--- config.mk ---
export PLATFORM = sky130hd
export DESIGN_NAME = lipc_skid
export DESIGN_NICKNAME = d
export VERILOG_FILES = /design/src/hdl/lipc_pkg.sv /design/src/hdl/lipc_skid.sv
export SDC_FILE = /design/constraint.sdc
export NUM_CORES = 1
export LEC_CHECK = 0
export ABC_AREA = 0
export BUFFER_PORTS_ARGS = -buffer_cell sky130_fd_sc_hd__buf_2
export CAP_MARGIN = 20
export CORE_UTILIZATION = 49
export DETAILED_ROUTE_END_ITERATION = 8
export GPL_TIMING_DRIVEN = 0
export PLACE_DENSITY = 0.76
export SYNTH_ARGS = -nofsm -noshare
export SYNTH_HDL_FRONTEND = slang
export SYNTH_SLANG_ARGS = --single-unit
--- constraint.sdc ---
create_clock -name clk_i -period 2.6 [get_ports clk_i]
set_clock_uncertainty 0.1 [all_clocks]
set_input_delay 0.13 -clock clk_i [delete_from_list [all_inputs] [get_ports clk_i]]
set_output_delay 0.13 -clock clk_i [all_outputs]
set_load 0.03 [all_outputs]
--- src/hdl/lipc_pkg.sv ---
// Shared types, constants and helper functions for the lossless image predictor codec.
// No dependencies; every other file in this folder imports this package.
package lipc_pkg;

  localparam int unsigned MaxWidth = 1024;
  localparam int unsigned ColW     = $clog2(MaxWidth);
  localparam int unsigned WidthW   = 11;
  localparam int unsigned HeightW  = 16;
  localparam int unsigned PixW     = 8;
  localparam int unsigned SampleW  = 9;
  localparam int unsigned CfgIdxW  = 2;
  localparam int unsigned CfgDataW = 16;

  // Reciprocal of three for sums below 768: floor(x * 683 / 2048) == floor(x / 3).
  localparam int unsigned Recip3      = 683;
  localparam int unsigned Recip3Shift = 11;

  localparam logic [CfgIdxW-1:0] RegMode   = 2'd0;
  localparam logic [CfgIdxW-1:0] RegWidth  = 2'd1;
  localparam logic [CfgIdxW-1:0] RegHeight = 2'd2;

  localparam logic [WidthW-1:0]  WidthReset  = 11'd1024;
  localparam logic [HeightW-1:0] HeightReset = 16'd1024;

  typedef struct packed {
    logic [ColW-1:0]    col;
    logic [HeightW-1:0] row;
  } pos_t;

  typedef struct packed {
    logic [ColW-1:0] rd_addr_a;
    logic [ColW-1:0] rd_addr_b;
    logic            wr_en;
    logic [ColW-1:0] wr_addr;
    logic [PixW-1:0] wr_data;
  } store_req_t;

  typedef struct packed {
    logic signed [SampleW-1:0] result;
    logic                      end_of_row;
    logic                      end_of_image;
  } result_t;

  function automatic logic [WidthW-1:0] eff_width(logic [WidthW-1:0] w);
    logic [WidthW-1:0] r;
    r = w;
    if (w == '0) begin
      r = WidthW'(1);
    end else if (w > WidthW'(MaxWidth)) begin
      r = WidthW'(MaxWidth);
    end
    return r;
  endfunction

  function automatic logic [HeightW-1:0] eff_height(logic [HeightW-1:0] h);
    return (h == '0) ? HeightW'(1) : h;
  endfunction

  // Out-of-range position from a register change wraps to the next row or to row 0.
  function automatic pos_t wrap_pos(pos_t p, logic [WidthW-1:0] w, logic [HeightW-1:0] h);
    pos_t            r;
    logic [HeightW:0] row_t;
    r     = p;
    row_t = {1'b0, p.row};
    if ({1'b0, p.col} >= w) begin
      r.col = '0;
      row_t = {1'b0, p.row} + (HeightW+1)'(1);
    end
    if (row_t >= {1'b0, h}) begin
      r.row = '0;
    end else begin
      r.row = row_t[HeightW-1:0];
    end
    return r;
  endfunction

endpackage

--- src/hdl/lipc_skid.sv ---
// Two-entry output buffer: an output register plus a skid register.
// Input ready depends only on local state. Uses lipc_pkg.
module lipc_skid
  import lipc_pkg::*;
(
  input  logic    clk_i,
  input  logic    rst_ni,
  input  logic    in_valid_i,
  output logic    in_ready_o,
  input  result_t in_data_i,
  output logic    out_valid_o,
  input  logic    out_ready_i,
  output result_t out_data_o
);

  logic    out_valid_q, out_valid_d, skid_valid_q, skid_valid_d;
  result_t out_data_q, out_data_d, skid_data_q, skid_data_d;

  assign in_ready_o  = !skid_valid_q;
  assign out_valid_o = out_valid_q;
  assign out_data_o  = out_data_q;

  always_comb begin
    out_valid_d  = out_valid_q;
    out_data_d   = out_data_q;
    skid_valid_d = skid_valid_q;
    skid_data_d  = skid_data_q;
    if (out_valid_q && out_ready_i) begin
      if (skid_valid_q) begin
        out_data_d   = skid_data_q;
        skid_valid_d = 1'b0;
      end else if (in_valid_i) begin
        out_data_d = in_data_i;
      end else begin
        out_valid_d = 1'b0;
      end
    end else if (in_valid_i && !skid_valid_q) begin
      if (!out_valid_q) begin
        out_data_d  = in_data_i;
        out_valid_d = 1'b1;
      end else begin
        skid_data_d  = in_data_i;
        skid_valid_d = 1'b1;
      end
    end
  end

  always_ff @(posedge clk_i or negedge rst_ni) begin
    if (!rst_ni) begin
      out_valid_q  <= 1'b0;
      skid_valid_q <= 1'b0;
    end else begin
      out_valid_q  <= out_valid_d;
      skid_valid_q <= skid_valid_d;
    end
  end

  always_ff @(posedge clk_i) begin
    out_data_q  <= out_data_d;
    skid_data_q <= skid_data_d;
  end

endmodule

==> flow_summary.yaml, run 1 <==
setup_path:
  worst_setup_path_end_kind: "flip-flop"
  crit_buf_inv: 1
  rr_worst_depth: 3
  critical_path_required_ps: 2540
  cp_cell_sequence: "nand2b_1 > nor3_1 > buf_4"
  critPathMaxFanout: 7
  crit_type: "flip-flop to flip-flop"
  crit_slowest_cell: "nor3_1"
  setup.worst_path.start_class: "flip-flop"
  cpPeakStageDelay_ps: 510
  cp.depth: 3
  worstPathArrival_ps: 1750
  cp_top_family: "simple AND/OR/NAND/NOR gates"
  r2r_slack_ps: 780
detailed_routing:
  routed_wl_mm: 1.56
  first_iter_violations: 8
  dr_wl_met3_um: 49
  wl_met2_um: 799
  drt.antenna.violating_nets: 0
  wire_per_inst_um: 12.9
  firstDrtPassIters: 2
  vias: 549
  drc: 0
  via_per_inst: 4.54
  wl_met1_um: 693
  highest_layer: "met4"
clock_tree:
  clk_latency_ps: 310
  root_buffer: "clkbuf_4"
  cts_sinks: 24
  cts.repair.resized: 0
  cts_buffers: 3
  cts.htree.levels: 1
  clk_pin_slew_ps: 130
  clockBufferDepth: 2
  cts_tree: "done"
global_routing:
  grt_max_degree: 15
  grt_pass1_vias: 548
  grtUsageTotal_pct: 18.1
  grt_pass1_wl_mm: 2.47
  antenna_found_initial: 0
  grt_overflow_total: 0
flow_run:
  drv_cap: 0
place:
  portBuffers: 27
  gp_congestion: 0.670
  dp_hpwl_um: 913
sta:
  timing.setup.tns_ps: 0
  max_freq_ghz: 0.550
  hold_ws_ps: 442
  slew_violations: 0
  maxSlewHeadroom_pct: 57.3
  finalHoldViolations: 0
  rsz0062_at_grt: "false"
  post-route-period-util_pct: 69.9
  fin_crit_ps: 1820
  final-setup-viol-count: 0
  worst-slew-pin-transition_ps: 636
die:
  die_w_um: 46.0
  pin_count: 28
  num_rows: 15
  initial_core_util_pct: 53.7
  core_um2: 1760
  die_area_um2: 2110
  die_y_um: 46.0
pwr:
  ir_drop_uv: 643
  p_leak_nw: 0.574
  power_density_nw_per_um2: 978
cells_and_area:
  diodes: 0
  drive_above_1_share_pct: 47.9
  mostFrequentLayoutCell: "buf_2"
  layout_common_cells: "27 x buf_2, 22 x edfxtp_1, 16 x dlygate4sd3_1"
  fillCellCount: 125
  final_util_pct: 76.0
  nNetsFinal: 112
  area_growth_pct: 41.6
logic_synthesis:
  netlist.top_cell.by_area: "edfxtp_1"
  syn_inst: 47
  synth_cell_type_count: 14
  ys_seq_area_share_pct: 75.0
  synth_area_leaders: "edfxtp_1 70%, mux2_4 16%, dfrtp_1 5.3%, buf_6 1.2%, mux2_2 1.2%"
  netlist.area_leader.share_pct: 69.7
  synth_nets: 62
  netlist_area_um2: 947
  synth.avg_cell_area_um2: 20.2
  synth.ff_latch_count: 24
  yosys_warnings: 0
run_status:
  run_status: "complete, no violations"
min_path:
  hold_path_class: "input port to flip-flop"
  min_path_cells: 2
per-stage QoR:
stage	area (µm²)	worst slack (ps)	cells	total power [mW]
after floorplan	947	577	47	0.906
after global placement	1110	406	99	1.00
after detailed placement	1120	613	100	1.02
after CTS	1330	591	120	1.31
after global routing	1340	650	121	1.37
final	1340	783	121	1.31
cell usage after synthesis:
library cell / count
a21oi_1: 2
a2bb2oi_1: 1
and2b_1: 1
buf_6: 1
dfrtp_1: 2
edfxtp_1: 22
inv_1: 2
mux2_2: 1
mux2_4: 10
nand2_1: 1
nand2b_1: 1
nand3_2: 1
nor3_1: 1
o21ai_0: 1
registers in the layout (all words and copies together) (netlist names):
signal	flops
skid_valid_q	1
out_valid_o	1
skid_data_q	11
out_data_o	11
power by group:
part	switching, mW	total, mW	internal [mW]	leakage (nW)
Sequential	0.0397	0.584	0.545	0.228
Combinational	0.281	0.462	0.181	0.318
Clock	0.109	0.265	0.156	0.0279
final timing paths:
| path | start | to |
|---|---|---|
| worst max-delay path | skid_valid_q | skid_data_q[10] |
| worst min-delay path | in_data_i[9] | skid_data_q[9] |
| worst max register to register | skid_valid_q | skid_data_q[10] |
| worst min register to register | skid_data_q[6] | out_data_o[6] |
| max in group asynchronous | rst_ni | out_valid_o |
| min in group asynchronous | rst_ni | skid_valid_q |
layer usage:
layer,vias up,global-route usage [%]
met4,0,12.4
met5,-,0
li1,278,-
met2,19,28.5
met3,2,3.57
met1,250,22.4
logic make-up after synthesis:
logic type / synth area share [%]
flip-flops: 75.0
multiplexers: 17.0
AND/OR/NAND/NOR: 3.43
AO/OA/AOI/OAI: 2.51
buffers and inverters: 1.98
repair_timing:
item / in CTS / in global routing
hold buffers: 16 / 0
buffers inserted: 0 / 0
endpoints found under the hold margin: 15 / 0
area by class of cell:
cell class              count  area (µm²)  share of cell area, %
plain buffers               1        11.3                  0.840
clock inverters             1        30.0                   2.24
clock buffers               3        22.5                   1.68
repair buffers             45         310                   23.1
well taps                  25        31.3                   2.33
multi-input cells          20         218                   16.2
inverters                   2        7.51                  0.560
flip-flops and latches     24         711                   53.0
worst register-to-register path, stage by stage (launching register included):
cell      delay (ps)
dfrtp_1          460
nand2b_1         200
nor3_1           510
buf_4            280
Power figures use the tool's default switching activity.
==> run 2, diff against run 1 <==
CORE_UTILIZATION = 44   (was 49)
PLACE_DENSITY = 0.72   (was 0.76)
clock period = 1.5 ns   (was 2.6 ns; I/O delays follow)
==> flow_summary.yaml, run 2 (synthesized netlist as in run 1, its figures left out) <==
run_status:
  run_status: "complete, no violations"
setup_path:
  critPathMaxFanout: 6
  worst_setup_path_end_kind: "flip-flop"
  crit_type: "flip-flop to flip-flop"
  endpoint: "skid_valid_q"
  worstPathArrival_ps: 1510
  regToRegEndpoint: "skid_valid_q"
  r2r-start: "out_valid_o"
  rr_worst_depth: 3
  critical_path_required_ps: 1590
  setup.worst_path.start_class: "flip-flop"
  r2r_slack_ps: 80
  worstSetupStartpoint: "out_valid_o"
cells_and_area:
  final_util_pct: 68.7
  diodes: 0
  nNetsFinal: 113
  drive_above_1_share_pct: 51.5
  layout_common_cells: "27 x buf_2, 22 x edfxtp_1, 16 x dlygate4sd3_1"
  mostFrequentLayoutCell: "buf_2"
  area_growth_pct: 45.2
detailed_routing:
  vias: 574
  drc: 0
  drt.antenna.violating_nets: 0
  firstDrtPassIters: 4
  via_per_inst: 4.63
  first_iter_violations: 3
  wire_per_inst_um: 12.4
  routed_wl_mm: 1.54
pwr:
  clkPwrFrac_pct: 11.9
  p_sw_share_pct: 34.9
  p_leak_nw: 0.581
  sequentialPowerShare_pct: 46.3
  power_density_nw_per_um2: 1600
  pwr-share-comb_pct: 41.8
  net-switching-power_uw: 769
  ir_drop_uv: 855
  p_int_mw: 1.44
clock_tree:
  clk_pin_slew_ps: 120
  root_buffer: "clkbuf_4"
  cts_sinks: 24
  cts_buffers: 3
  cts.htree.levels: 1
  clk_latency_ps: 290
  cts_tree: "done"
  clockBufferDepth: 2
sta:
  max_freq_ghz: 0.706
  finalWorstSetupSlack_ps: 83.3
  post-route-period-util_pct: 94.4
  final-setup-viol-count: 0
  finalHoldViolations: 0
  maxSlewHeadroom_pct: 86.4
  worst-slew-pin-transition_ps: 204
  fin_crit_ps: 1420
  rsz0062_at_grt: "false"
  slew_violations: 0
min_path:
  hold_path_class: "input port to flip-flop"
  min_path_cells: 2
  hold_path_startpoint: "in_data_i[5]"
global_routing:
  grt_pass1_wl_mm: 2.70
  grt_pass1_vias: 602
  antenna_found_initial: 0
  grtUsageTotal_pct: 15.3
  grt_max_degree: 14
  grt_overflow_total: 0
die:
  initial_core_util_pct: 47.3
  num_rows: 16
  core_um2: 2000
  die_area_um2: 2340
  pin_count: 28
  die_y_um: 48.4
  die_w_um: 48.4
place:
  dp_hpwl_um: 993
  dp_slack_ps: -168
  portBuffers: 27
  gp_congestion: 0.645
flow_run:
  drv_cap: 0
==> run 2: final cells by class <==
type                    count  area [µm²]
multi-input cells          20         254
clock inverters             1        3.75
repair buffers             46         330
inverters                   2        7.51
plain buffers               1        11.3
flip-flops and latches     24         712
clock buffers               3        22.5
fillers                   150         627
well taps                  27        33.8
==> run 2: power by group through the flow <==
| stage | sequential, mW | clock (mW) | combinational [mW] |
|---|---|---|---|
| 2_1_floorplan | 1.27 | 0 | 0.329 |
| 3_3_place_gp | 1.03 | 0 | 0.742 |
| 3_5_place_dp | 1.04 | 0 | 0.755 |
| 4_1_cts | 1.02 | 0.278 | 0.908 |
| 5_1_grt | 1.04 | 0.304 | 0.982 |
| 6_report | 1.02 | 0.264 | 0.922 |
==> run 2: worst min-delay path by stage <==
stage / end / slack (ps)
2_1_floorplan: out_valid_o / -320
3_3_place_gp: skid_valid_q / -240
3_5_place_dp: skid_valid_q / -240
4_1_cts: out_valid_o / 50
5_1_grt: skid_data_q[5] / 390
6_report: skid_data_q[5] / 400
==> run 2: worst max-delay path, cell delays in order (launching register included) <==
cell and delay, ps:
dfrtp_2 460, a21oi_1 150, a21oi_1 50, dlygate4sd3_1 550
==> run 2: metal layers <==
metal | GRT usage [%] | up-vias | share of wire (%)
li1 | - | 283 | -
met1 | 19.8 | 276 | 44
met2 | 26.8 | 15 | 52
met3 | 2.20 | 0 | 3.7
met4 | 4.41 | 0 | 0
met5 | 0 | - | 0
==> run 2: timing repair <==
| action | CTS | global route |
|---|---|---|
| hold endpoints to repair | 25 | 1 |
| buffers inserted | 3 | 0 |
| setup endpoints to repair | 22 | 11 |
| hold buffers | 15 | 1 |
| pin swaps | 2 | 0 |
| resized for setup | 1 | 2 |
==> run 2: per-stage QoR <==
step	setup TNS (ps)	hold slack (ps)	std cells	power, mW	cell area, µm²
after floorplan	0	-321	47	1.60	966
after global placement	-2330	-241	101	1.77	1130
after detailed placement	-2980	-236	101	1.79	1130
after CTS	0	51.6	123	2.21	1360
after global routing	0	386	124	2.32	1380
final	0	398	124	2.21	1380
==> run 3, diff against run 2 <==
GPL_TIMING_DRIVEN = default   (was 0)
==> flow_summary.yaml, run 3 (synthesized netlist as in run 1, its figures left out) <==
detailed_routing:
  routed_wl_mm: 1.73
  wire_per_inst_um: 14.2
  vias: 563
  firstDrtPassIters: 1
  drt.antenna.violating_nets: 0
  via_per_inst: 4.61
  first_iter_violations: 0
  drc: 0
cells_and_area:
  final_area_um2: 1360
  drive_above_1_share_pct: 50.5
  mostFrequentLayoutCell: "buf_2"
  fin_cells: 122
  nNetsFinal: 111
  area_growth_pct: 43.6
  diodes: 0
  final_util_pct: 67.9
  layout_common_cells: "27 x buf_2, 22 x edfxtp_1, 15 x dlygate4sd3_1"
clock_tree:
  cts_tree: "done"
  cts.repair.resized: 0
  clockBufferDepth: 2
  cts.htree.levels: 1
  clk_pin_slew_ps: 120
  clk_latency_ps: 300
  root_buffer: "clkbuf_4"
  cts_buffers: 3
  cts_sinks: 24
global_routing:
  grt_util_met3_pct: 2.83
  use_met1_pct: 20.5
  grt_busiest_layer: "met2"
  grt_pass1_vias: 616
  use_met2_pct: 29.1
  grt_overflow_total: 0
  grt_pass1_wl_mm: 2.88
  antenna_found_initial: 0
  grt_max_degree: 14
  grtUsageTotal_pct: 16.8
place:
  dp_slack_ps: 106
  placed_area_um2: 1180
  dp_hpwl_mm: 1.18
  dpl.cell_count: 103
  gp_congestion: 0.720
  portBuffers: 27
die:
  pin_count: 28
  num_rows: 16
  die_w_um: 48.4
  initial_core_util_pct: 47.3
  core_um2: 2000
  die_y_um: 48.4
  die_area_um2: 2340
pwr:
  p_leak_nw: 0.571
  power_density_nw_per_um2: 1620
  ir_drop_uv: 1170
sta:
  final-setup-viol-count: 0
  post-route-period-util_pct: 94.3
  finalHoldViolations: 0
  max_freq_ghz: 0.707
  rsz0062_at_grt: "false"
  finalWorstSetupSlack_ps: 85.8
  maxSlewHeadroom_pct: 87.2
  slew_violations: 0
  fin_crit_ps: 1410
  timing.setup.tns_ps: 0
  worst-slew-pin-transition_ps: 193
min_path:
  hold_path_class: "input port to flip-flop"
  min_to: "out_valid_o"
  min_path_cells: 3
  hold_path_startpoint: "in_valid_i"
setup_path:
  critPathMaxFanout: 11
  r2r-start: "skid_valid_q"
  crit_type: "flip-flop to flip-flop"
  rr_worst_depth: 3
  worst_setup_path_end_kind: "flip-flop"
  r2r_slack_ps: 90
  critical_path_required_ps: 1440
  regToRegEndpoint: "out_data_o[0]"
  setup.worst_path.start_class: "flip-flop"
  worstPathArrival_ps: 1360
run_status:
  run_status: "complete, no violations"
flow_run:
  drv_cap: 0
run 3: changes by cell type in the layout (fill, tap and decap cells not counted), sizes merged:
| cell | delta |
|---|---|
| buf | -1 |
| dlygate4sd3 | -1 |
run 3: worst max-delay path: stages, from the launching register on:
cell	delay [ps]
dfrtp_1	450
nand2b_1	240
a2bb2oi_2	210
buf_12	160
run 3: timing repair:
action,in CTS,in global routing
hold endpoints to repair,25,0
hold buffers,15,0
buffers inserted,0,0
run 3: where the power goes:
group / total (mW) / leakage [nW] / switching [mW] / internal (mW)
combinational: 0.904 / 0.329 / 0.522 / 0.382
clock: 0.279 / 0.0154 / 0.182 / 0.0971
sequential: 1.02 / 0.227 / 0.0709 / 0.948
total: 2.20 / 0.571 / 0.775 / 1.43
run 3: layer usage:
layer | up-vias | wire length (µm)
met1 | 263 | 718
met5 | - | 0
li1 | 277 | -
met2 | 19 | 928
met4 | 0 | 32
met3 | 4 | 54
run 3: final cells by class:
| type | instances | area, µm² |
|---|---|---|
| clock buffers | 3 | 22.5 |
| fillers | 150 | 642 |
| flip-flops and latches | 24 | 712 |
| repair buffers | 45 | 345 |
| clock inverters | 1 | 3.75 |
| well taps | 27 | 33.8 |
| multi-input cells | 20 | 235 |
| inverters | 2 | 7.51 |
run 3: how the worst max path moves through the flow:
stage,startpoint,endpoint,slack [ps],cells past startpoint
global route,skid_valid_q,skid_valid_q,2,3
detailed placement,skid_valid_q,out_data_o[0],110,3
global placement,out_valid_o,out_data_o[10],130,3
CTS,skid_valid_q,out_data_o[8],90,3
floorplan,out_valid_o,out_data_o[0],5,2
finish,skid_valid_q,out_data_o[0],90,3
run 3: through the flow:
stage | power, mW | hold WS [ps]
after global placement | 1.87 | -238
after global routing | 2.32 | 35.9
after floorplan | 1.60 | -321
after detailed placement | 1.90 | -235
after CTS | 2.23 | 10.9
final | 2.20 | 22.2
